==> config.mk <==
export PLATFORM = sky130hd
export DESIGN_NAME = pcap_record_deframer
export DESIGN_NICKNAME = d
export VERILOG_FILES = /design/src/sv/prd_pkg.sv /design/src/sv/pcap_record_deframer.sv /design/src/sv/prd_parser.sv
export SDC_FILE = /design/constraint.sdc
export NUM_CORES = 1
export LEC_CHECK = 0
export BUFFER_PORTS_ARGS = -buffer_cell sky130_fd_sc_hd__buf_2
export CAP_MARGIN = 20
export CORE_ASPECT_RATIO = 1.2
export CORE_MARGIN = 1
export CORE_UTILIZATION = 50
export CTS_CLUSTER_DIAMETER = 40
export DETAILED_ROUTE_END_ITERATION = 10
export GPL_TIMING_DRIVEN = 0
export PLACE_DENSITY_LB_ADDON = 0.25
export SYNTH_ARGS = -nofsm -noshare
export SYNTH_HDL_FRONTEND = slang
export SYNTH_HIERARCHICAL = 1
export SYNTH_SLANG_ARGS = --single-unit
==> constraint.sdc <==
create_clock -name clk -period 5.5 [get_ports clk]
set_clock_uncertainty 0.1 [all_clocks]
set_input_delay 0.275 -clock clk [delete_from_list [all_inputs] [get_ports clk]]
set_output_delay 0.275 -clock clk [all_outputs]
set_load 0.1 [all_outputs]
==> src/sv/prd_pkg.sv <==
// Package for the capture-file deframer: transaction types, phase and kind codes,
// header constants and the byte-swap helper. No dependencies.
package prd_pkg;

  localparam int unsigned HDR_COUNT_W = 5;

  localparam logic [31:0] MAGIC_WORD = 32'ha1b2c3d4;
  localparam logic [31:0] VERSION_BE = 32'h00020004;
  localparam logic [31:0] VERSION_LE = 32'h02000400;

  // Byte positions inside the headers
  localparam logic [HDR_COUNT_W-1:0] MAGIC_LAST   = 5'd3;
  localparam logic [HDR_COUNT_W-1:0] VERSION_LAST = 5'd7;
  localparam logic [HDR_COUNT_W-1:0] GLOBAL_LAST  = 5'd23;
  localparam logic [HDR_COUNT_W-1:0] RECORD_LAST  = 5'd15;
  localparam logic [HDR_COUNT_W-1:0] LEN_FIRST    = 5'd8;
  localparam logic [HDR_COUNT_W-1:0] LEN_LAST     = 5'd11;

  typedef enum logic [1:0] {
    PH_GLOBAL  = 2'd0,
    PH_RECORD  = 2'd1,
    PH_PAYLOAD = 2'd2,
    PH_ERROR   = 2'd3
  } phase_t;

  typedef enum logic [2:0] {
    KIND_PAYLOAD   = 3'd0,
    KIND_EMPTY     = 3'd1,
    KIND_BAD_MAGIC = 3'd2,
    KIND_VERSION   = 3'd3,
    KIND_TRUNC     = 3'd4
  } kind_t;

  typedef struct packed {
    logic [7:0] file_byte;
    logic       file_end;
  } in_item_t;

  typedef struct packed {
    kind_t       kind;
    logic [7:0]  data_byte;
    logic        packet_first;
    logic        packet_last;
    logic [31:0] incl_len;
    logic        truncated;
  } out_item_t;

  typedef struct packed {
    phase_t phase;
    logic   bytes_left_zero;
  } prd_status_t;

  function automatic logic [31:0] swap_bytes(input logic [31:0] v);
    swap_bytes = {v[7:0], v[15:8], v[23:16], v[31:24]};
  endfunction

endpackage

==> src/sv/pcap_record_deframer.sv <==
// Top level of the capture-file deframer: input register, step logic, result
// register. Uses prd_pkg and prd_parser.
//
// Usage:
//   byte channel   (byte_valid / byte_stall / byte_item): one file byte per
//                  transaction, file_end set on the last byte of the file.
//   result channel (result_valid / result_stall / result_item): zero or one
//                  result per byte: payload bytes with first/last marks and the
//                  record length, empty-packet, bad-magic, version-warning and
//                  truncated-file results.
// Throughput: one byte per cycle while the result channel does not stall; the
// state update for a byte is a single pass from the input register through the
// parser into the result register. A result is offered once its byte has left
// the input register; a result stall can hold the byte there.
// Bytes that give no result still take their slot in the pipe.
// Reset clears both valid flags and the parser, which then expects a global header.
// After a byte with file_end the parser returns to that same start state.
// A stalled result holds; the input register then fills and byte_stall rises,
// so no transaction is lost while the receiver stalls.
module pcap_record_deframer (
  input  logic               clk,
  input  logic               rst,
  input  logic               byte_valid,
  output logic               byte_stall,
  input  prd_pkg::in_item_t  byte_item,
  output logic               result_valid,
  input  logic               result_stall,
  output prd_pkg::out_item_t result_item
);

  logic                  in_q_valid;
  prd_pkg::in_item_t     in_q;
  logic                  advance;
  logic                  res_valid;
  prd_pkg::out_item_t    res;
  prd_pkg::prd_status_t  status;

  assign advance    = in_q_valid && (!result_valid || !result_stall);
  assign byte_stall = in_q_valid && !advance;

  always_ff @(posedge clk) begin
    if (rst) begin
      in_q_valid <= 1'b0;
    end else if (!byte_stall) begin
      in_q_valid <= byte_valid;
    end
  end

  always_ff @(posedge clk) begin
    if (!byte_stall && byte_valid) begin
      in_q <= byte_item;
    end
  end

  prd_parser u_parser (
    .clk       (clk),
    .rst       (rst),
    .advance   (advance),
    .item      (in_q),
    .res_valid (res_valid),
    .res       (res),
    .status    (status)
  );

  always_ff @(posedge clk) begin
    if (rst) begin
      result_valid <= 1'b0;
    end else if (advance) begin
      result_valid <= res_valid;
    end else if (!result_stall) begin
      result_valid <= 1'b0;
    end
  end

  always_ff @(posedge clk) begin
    if (advance) begin
      result_item <= res;
    end
  end

`ifndef SYNTHESIS
  a_inreg_hold: assert property (@(posedge clk) disable iff (rst)
    in_q_valid && !advance |=> in_q_valid && $stable(in_q))
    else $error("input register lost a held byte");

  a_payload_count: assert property (@(posedge clk) disable iff (rst)
    status.phase == prd_pkg::PH_PAYLOAD |-> !status.bytes_left_zero)
    else $error("payload phase with no bytes left");

  a_empty_packet: assert property (@(posedge clk) disable iff (rst)
    result_valid && result_item.kind == prd_pkg::KIND_EMPTY |->
      result_item.packet_last && !result_item.packet_first &&
      result_item.incl_len == 32'd0)
    else $error("malformed empty-packet result");

  a_end_restart: assert property (@(posedge clk) disable iff (rst)
    advance && in_q.file_end |=> status.phase == prd_pkg::PH_GLOBAL)
    else $error("parser did not restart after file end");
`endif

endmodule

==> src/sv/prd_parser.sv <==
// Deframer state and per-byte step logic: header parsing, payload marking and
// file-end handling. Uses prd_pkg.
module prd_parser (
  input  logic                clk,
  input  logic                rst,
  input  logic                advance,
  input  prd_pkg::in_item_t   item,
  output logic                res_valid,
  output prd_pkg::out_item_t  res,
  output prd_pkg::prd_status_t status
);

  localparam logic [prd_pkg::HDR_COUNT_W-1:0] COUNT_STEP =
    {{(prd_pkg::HDR_COUNT_W-1){1'b0}}, 1'b1};

  prd_pkg::phase_t                   phase, phase_next;
  logic [prd_pkg::HDR_COUNT_W-1:0]   header_count, header_count_next;
  logic                              big_endian, big_endian_next;
  logic [31:0]                       header_shift, header_shift_next;
  logic [31:0]                       record_length, record_length_next;
  logic [31:0]                       bytes_left, bytes_left_next;

  logic [31:0] shifted;
  logic [31:0] left_dec;
  logic        done;
  logic        n;

  assign shifted  = {header_shift[23:0], item.file_byte};
  assign left_dec = bytes_left - 32'd1;

  always_comb begin
    phase_next         = phase;
    header_count_next  = header_count;
    big_endian_next    = big_endian;
    header_shift_next  = header_shift;
    record_length_next = record_length;
    bytes_left_next    = bytes_left;
    done               = 1'b0;
    n                  = 1'b0;
    res                = '0;
    res.kind           = prd_pkg::KIND_PAYLOAD;

    unique case (phase)
      prd_pkg::PH_GLOBAL: begin
        if (header_count < prd_pkg::LEN_FIRST) begin
          header_shift_next = shifted;
        end
        if (header_count == prd_pkg::MAGIC_LAST) begin
          header_shift_next = '0;
          if (prd_pkg::swap_bytes(shifted) == prd_pkg::MAGIC_WORD) begin
            big_endian_next = 1'b0;
          end else if (shifted == prd_pkg::MAGIC_WORD) begin
            big_endian_next = 1'b1;
          end else begin
            res.kind   = prd_pkg::KIND_BAD_MAGIC;
            n          = 1'b1;
            phase_next = prd_pkg::PH_ERROR;
          end
        end else if (header_count == prd_pkg::VERSION_LAST) begin
          header_shift_next = '0;
          if (big_endian ? (shifted != prd_pkg::VERSION_BE)
                         : (shifted != prd_pkg::VERSION_LE)) begin
            res.kind = prd_pkg::KIND_VERSION;
            n        = 1'b1;
          end
        end
        if (phase_next == prd_pkg::PH_GLOBAL) begin
          if (header_count == prd_pkg::GLOBAL_LAST) begin
            phase_next        = prd_pkg::PH_RECORD;
            header_count_next = '0;
            done              = 1'b1;
          end else begin
            header_count_next = header_count + COUNT_STEP;
          end
        end
      end
      prd_pkg::PH_RECORD: begin
        if (header_count >= prd_pkg::LEN_FIRST && header_count <= prd_pkg::LEN_LAST) begin
          header_shift_next = shifted;
        end
        if (header_count == prd_pkg::RECORD_LAST) begin
          // length bytes are all in header_shift by now; this byte is not one
          record_length_next = big_endian ? header_shift
                                          : prd_pkg::swap_bytes(header_shift);
          header_shift_next  = '0;
          header_count_next  = '0;
          if (record_length_next == '0) begin
            res.kind        = prd_pkg::KIND_EMPTY;
            res.packet_last = 1'b1;
            n               = 1'b1;
            done            = 1'b1;
          end else begin
            bytes_left_next = record_length_next;
            phase_next      = prd_pkg::PH_PAYLOAD;
          end
        end else begin
          header_count_next = header_count + COUNT_STEP;
        end
      end
      prd_pkg::PH_PAYLOAD: begin
        res.kind          = prd_pkg::KIND_PAYLOAD;
        res.data_byte     = item.file_byte;
        res.packet_first  = (bytes_left == record_length);
        res.packet_last   = (bytes_left == 32'd1);
        res.incl_len      = record_length;
        n                 = 1'b1;
        bytes_left_next   = left_dec;
        if (left_dec == '0) begin
          phase_next = prd_pkg::PH_RECORD;
          done       = 1'b1;
        end
      end
      prd_pkg::PH_ERROR: begin
      end
      default: begin
      end
    endcase

    if (item.file_end) begin
      if (n) begin
        res.truncated = !done;
      end else if (!done && phase != prd_pkg::PH_ERROR) begin
        res           = '0;
        res.kind      = prd_pkg::KIND_TRUNC;
        res.truncated = 1'b1;
        n             = 1'b1;
      end
      phase_next         = prd_pkg::PH_GLOBAL;
      header_count_next  = '0;
      big_endian_next    = 1'b0;
      header_shift_next  = '0;
      record_length_next = '0;
      bytes_left_next    = '0;
    end
  end

  assign res_valid = n;

  always_ff @(posedge clk) begin
    if (rst) begin
      phase         <= prd_pkg::PH_GLOBAL;
      header_count  <= '0;
      big_endian    <= 1'b0;
      header_shift  <= '0;
      record_length <= '0;
      bytes_left    <= '0;
    end else if (advance) begin
      phase         <= phase_next;
      header_count  <= header_count_next;
      big_endian    <= big_endian_next;
      header_shift  <= header_shift_next;
      record_length <= record_length_next;
      bytes_left    <= bytes_left_next;
    end
  end

  assign status.phase           = phase;
  assign status.bytes_left_zero = (bytes_left == '0);

endmodule
# == Yosys cells after proc, flatten, opt, wreduce, memory -nomap -nowiden ==
# Cells that the tools add are included.
# totals
register_bits,161
in_bits,13
out_inout_bits,48
word_cells,139
# classes
addsub,2
n_lt_le_gt_ge,3
n_eq_ne,20
mux,69
reduce_logical,29
# op_table
cell,n
$mux 32,14
$pmux 32 s2,2
$mux 46,2
$eq 32x32->1 const B,2
$logic_not 32->1,2
$mux 45,1
$eq 32x1->1 const B,1
$eq 32x32->1,1
$ne 32x18->1 const B,1
$ne 32x26->1 const B,1
$sub 32x1->32 const B,1
$mux 2,12
$mux 1,23
$mux 5,4
$mux 3,4
$reduce_and 4->1,3
$pmux 5 s2,1
$mux 9,1
$ne 3x2->1 const B,3
$reduce_bool 3->1,3
$reduce_bool 2->1,4
$pmux 1 s3,2
$pmux 2 s3,1
$pmux 3 s2,1
other kinds (23),33

# == Logic depth before layout (Yosys ltp) ==
# logic_depth
word_depth,14
ltp_mapped,13

# == Cells and area by module ==
# The synthesis kept the hierarchy.
# by_module_without_submodules
module,instances,cells_per_inst,area_per_inst_um2,seq_area_each_um2
prd_parser,1,925,6820.3,2082.0
pcap_record_deframer,1,65,1740.4,1691.6

# == Worst setup path after synthesis ==
# No wires, ideal clock.
# synth_timing
kind,register to register
startpoint,reg result_valid
endpoint,reg u_parser.bytes_left[29]
t_arrival_ns,5.964
path_slack_ns,-0.683
path_stages_with_launch,7
path_buffers,1
path_cell_list,dfxtp_1 a21boi_0 inv_1 a21oi_1 clkbuf_1 o21ai_0 o2bb2ai_1
# synth_between
elab_chain_cells,4
# synth_rtl
element,line,rtl
"start, declared",pcap_record_deframer.sv:26,"output logic result_valid,"
"start signal, assigned",pcap_record_deframer.sv:69,result_valid <= res_valid;
$logic_not 1->1,pcap_record_deframer.sv:38,assign advance = in_q_valid && (!result_valid || !result_stall);
$logic_or 1x1->1,pcap_record_deframer.sv:38,
$logic_and 1x1->1,pcap_record_deframer.sv:38,
via advance,pcap_record_deframer.sv:33,logic advance;
$reduce_and 4->1 (no line),--,
"end signal, assigned",prd_parser.sv:153,bytes_left <= bytes_left_next;
"end, declared",prd_parser.sv:21,"logic [31:0] bytes_left, bytes_left_next;"
# The timed path passes the listed nets, and every way through them passes these cells.
# A chain may end at the register's enable or synchronous reset.

# == Final worst setup path ==
# layout_timing
startpoint,reg u_parser.bytes_left[0]
endpoint,reg result_valid
# layout_between
elab_chain_cells,10
# layout_rtl
element,line,rtl
$sub 32x1->32,prd_parser.sv:29,assign left_dec = bytes_left - 32'd1;
$logic_not 32->1,prd_parser.sv:108,if (left_dec == '0) begin
$mux 1,prd_parser.sv:108,
$pmux 1 s3,prd_parser.sv:43,unique case (phase)
$logic_not 1->1,prd_parser.sv:122,end else if (!done && phase != prd_pkg::PH_ERROR) begin
$logic_and 1x1->1,prd_parser.sv:122,
$mux 1,prd_parser.sv:122,
$mux 1,prd_parser.sv:120,if (n) begin
$mux 1,prd_parser.sv:119,if (item.file_end) begin
via res_valid,pcap_record_deframer.sv:34,logic res_valid;
$mux 1,pcap_record_deframer.sv:68,end else if (advance) begin
# The timed path passes the listed nets, and every way through them passes these cells.

==> run_results.csv <==
group,metric,value,unit
finish,post-route-util,0.588,
routing,post_drt_via_cell_ratio,6.09,
clocking,cts_max_path_bufs,2,
routing,vias,7960,
power,swShare,0.281,
timing,relSlewSlack,0.368,
critical_path,critPathMaxFanout,9,
critical_path,endpoint_kind,"flip-flop",
clocking,cts.repair_timing.setup_buffer_count,0,
timing,worst-slew-pin-transition,0.945,ns
floorplan,placementRows,52,
clocking,cts.sink_count,161,
timing,final_max_slew_viol_count,0,
finish,num-nets-final,1103,
global_routing,grt.overflow.total,0,
power,switching_power_of_the_nets,0.809,mW
clocking,tritoncts.num_buffers,17,
critical_path,worstPathArrival,4.27,ns
power,sequentialPowerShare,0.441,
power,combinationalPowerShare,0.119,
clocking,postCtsResizedCells,0,
clocking,hold_buffers,10,
timing,setup_repair_after_global_routing_missed_its_margin,"false",
routing,drt-total-wl,28.7,mm
placement,hpwl,21.2,mm
placement,buffer_ports.inserted,60,
critical_path,critPathRequiredTime,5.72,ns
floorplan,die_w,121,um
finish,area_growth,15.4,%
power,p_per_area,291,nW/um2
timing,final.period_utilization,0.736,
floorplan,die-area,17600,um2
power,p_leak,3.43,nW
routing,drcViolationCount,0,
power,cell_internal_pwr,2.07,mW
floorplan,io-pin-count,61,
power,totalPowerFinal,2.88,mW
global_routing,first_global_vias,7833,
clocking,ctsRootBufferMaster,"sky130_fd_sc_hd__clkbuf_16",
routing,detail_route.first_pass.iterations,7,
hold_path,hold_path_class,"in2reg",
finish,drive_gt1_frac,0.114,
run,maxCapViolCount,0,
timing,maxClockFrequency,247,MHz
clocking,clkTransAtPathRegs,0.07,ns
clocking,cts_max_level,4,
finish,antenna_cells_inserted,0,
routing,postRouteAntennaNets,0,
timing,period_needed,4.05,ns
floorplan,initial_core_util,0.510,
clocking,tritoncts_clock_tree,"yes",
floorplan,chipHeight,145,um
finish,layout.cells.most_common,"sky130_fd_sc_hd__nand2_1",
finish,filler_cell_count,1501,
synth,syn_inst,989,
timing,setup-violations-final,0,
status,outcome,"finished, final reports clean",
placement,routability_cong,0.985,
routing,drt_first_iter_violations,654,
critical_path,timing.setup.critical_path_class,"reg2reg",
critical_path,critPathLaunchType,"flip-flop",
synth,syn_area_per_cell,8.65,um2
clocking,clock_insertion_delay_worst_skew,0.43,ns
synth,post_synthesis_instance_area,8560,um2
global_routing,grt_max_degree,31,
synth,number_of_nets_in_the_synthesized_netlist,1013,
global_routing,gr-usage-all-layers,0.337,
timing,finalHoldViolCount,0,
global_routing,global_route_wire_length_before_repair,44.4,mm
power,max-vdd-ir-drop,0.225,mV
finish,most-common-layout-cells,"110 x sky130_fd_sc_hd__nand2_1, 106 x sky130_fd_sc_hd__dfxtp_1, 99 x sky130_fd_sc_hd__nor2_1",
synth,yosysWarnings,6,
global_routing,antenna_found_initial,0,
routing,route.detailed.wl_per_inst,22.0,um
power,clockPowerShare,0.440,
floorplan,placeableCoreArea,16800,um2
[path summary, 6_finish.rpt]
kind,from,to,slack [ns],cells after the start
setup / recovery,u_parser/bytes_left[0]$_SDFFE_PP0P_,result_valid$_SDFFE_PP0P_,1.45,12
hold / removal,rst,in_q_valid$_SDFFE_PP0N_,0.04,2
setup reg to reg,u_parser/bytes_left[0]$_SDFFE_PP0P_,result_valid$_SDFFE_PP0P_,1.45,12
hold reg to reg,u_parser/record_length[1]$_SDFFE_PP0P_,u_parser/record_length[1]$_SDFFE_PP0P_,0.38,2
[through the flow]
stage                     area (um2)  setup slack (ns)  cells  hold WS, ns  TNS [ns]
after floorplan                 8560             0.726    989        0.237         0
after global placement          9130            -0.921   1265        0.351    -31.93
after detailed placement        9160              1.54   1266        0.353         0
after CTS                       9880              1.51   1308       0.0213         0
after global routing            9880              1.28   1308       0.0274         0
final                           9880              1.45   1308       0.0352         0
[critical path: stages (launching register included)]
cell	delay, ns
sky130_fd_sc_hd__dfxtp_1	0.49
sky130_fd_sc_hd__inv_1	0.12
sky130_fd_sc_hd__ha_1	0.33
sky130_fd_sc_hd__or3b_1	0.46
sky130_fd_sc_hd__or4_1	0.54
sky130_fd_sc_hd__nor4_1	0.28
sky130_fd_sc_hd__xnor2_1	0.25
sky130_fd_sc_hd__nand2_1	0.12
sky130_fd_sc_hd__nor4_2	0.53
sky130_fd_sc_hd__a31oi_1	0.22
sky130_fd_sc_hd__or2_1	0.29
sky130_fd_sc_hd__a22oi_1	0.15
sky130_fd_sc_hd__nor2_1	0.05
[metal layers]
metal  global-route usage  share of wire  vias to the layer above
met5                    0              0                        -
met4                0.243          0.070                        0
met3               0.0570          0.073                      111
met2                0.554           0.48                      370
met1                0.392           0.37                     3772
li1                     -              -                     3707
[power by group through the flow]
stage / combinational (mW) / clock (mW) / sequential (mW)
after floorplan: 0.158 / 0 / 1.38
after global placement: 0.326 / 0 / 1.30
after detailed placement: 0.329 / 0 / 1.30
after CTS: 0.336 / 1.28 / 1.27
after global routing: 0.359 / 1.33 / 1.27
final: 0.342 / 1.27 / 1.27
[flip-flops by register name, indices dropped and copies added (netlist names)]
| signal | cells |
|---|---|
| u_parser/big_endian | 1 |
| u_parser/header_count | 5 |
| in_q_valid | 1 |
| u_parser/record_length | 32 |
| result_item | 46 |
| u_parser/bytes_left | 32 |
| u_parser/phase | 2 |
| result_valid | 1 |
| u_parser/header_shift | 32 |
| in_q | 9 |
[cell type report]
| type | count | area [um2] | area share |
|---|---|---|---|
| inverter | 23 | 86.3 | 0.00874 |
| tap | 216 | 270 | 0.0274 |
| clock inverter | 15 | 194 | 0.0196 |
| timing repair buffer | 71 | 420 | 0.0426 |
| sequential | 161 | 3770 | 0.382 |
| multi-input combinational | 728 | 4390 | 0.444 |
| buffer | 77 | 318 | 0.0322 |
| clock buffer | 17 | 425 | 0.0431 |
No activity file was read; power rests on OpenSTA's default activity.
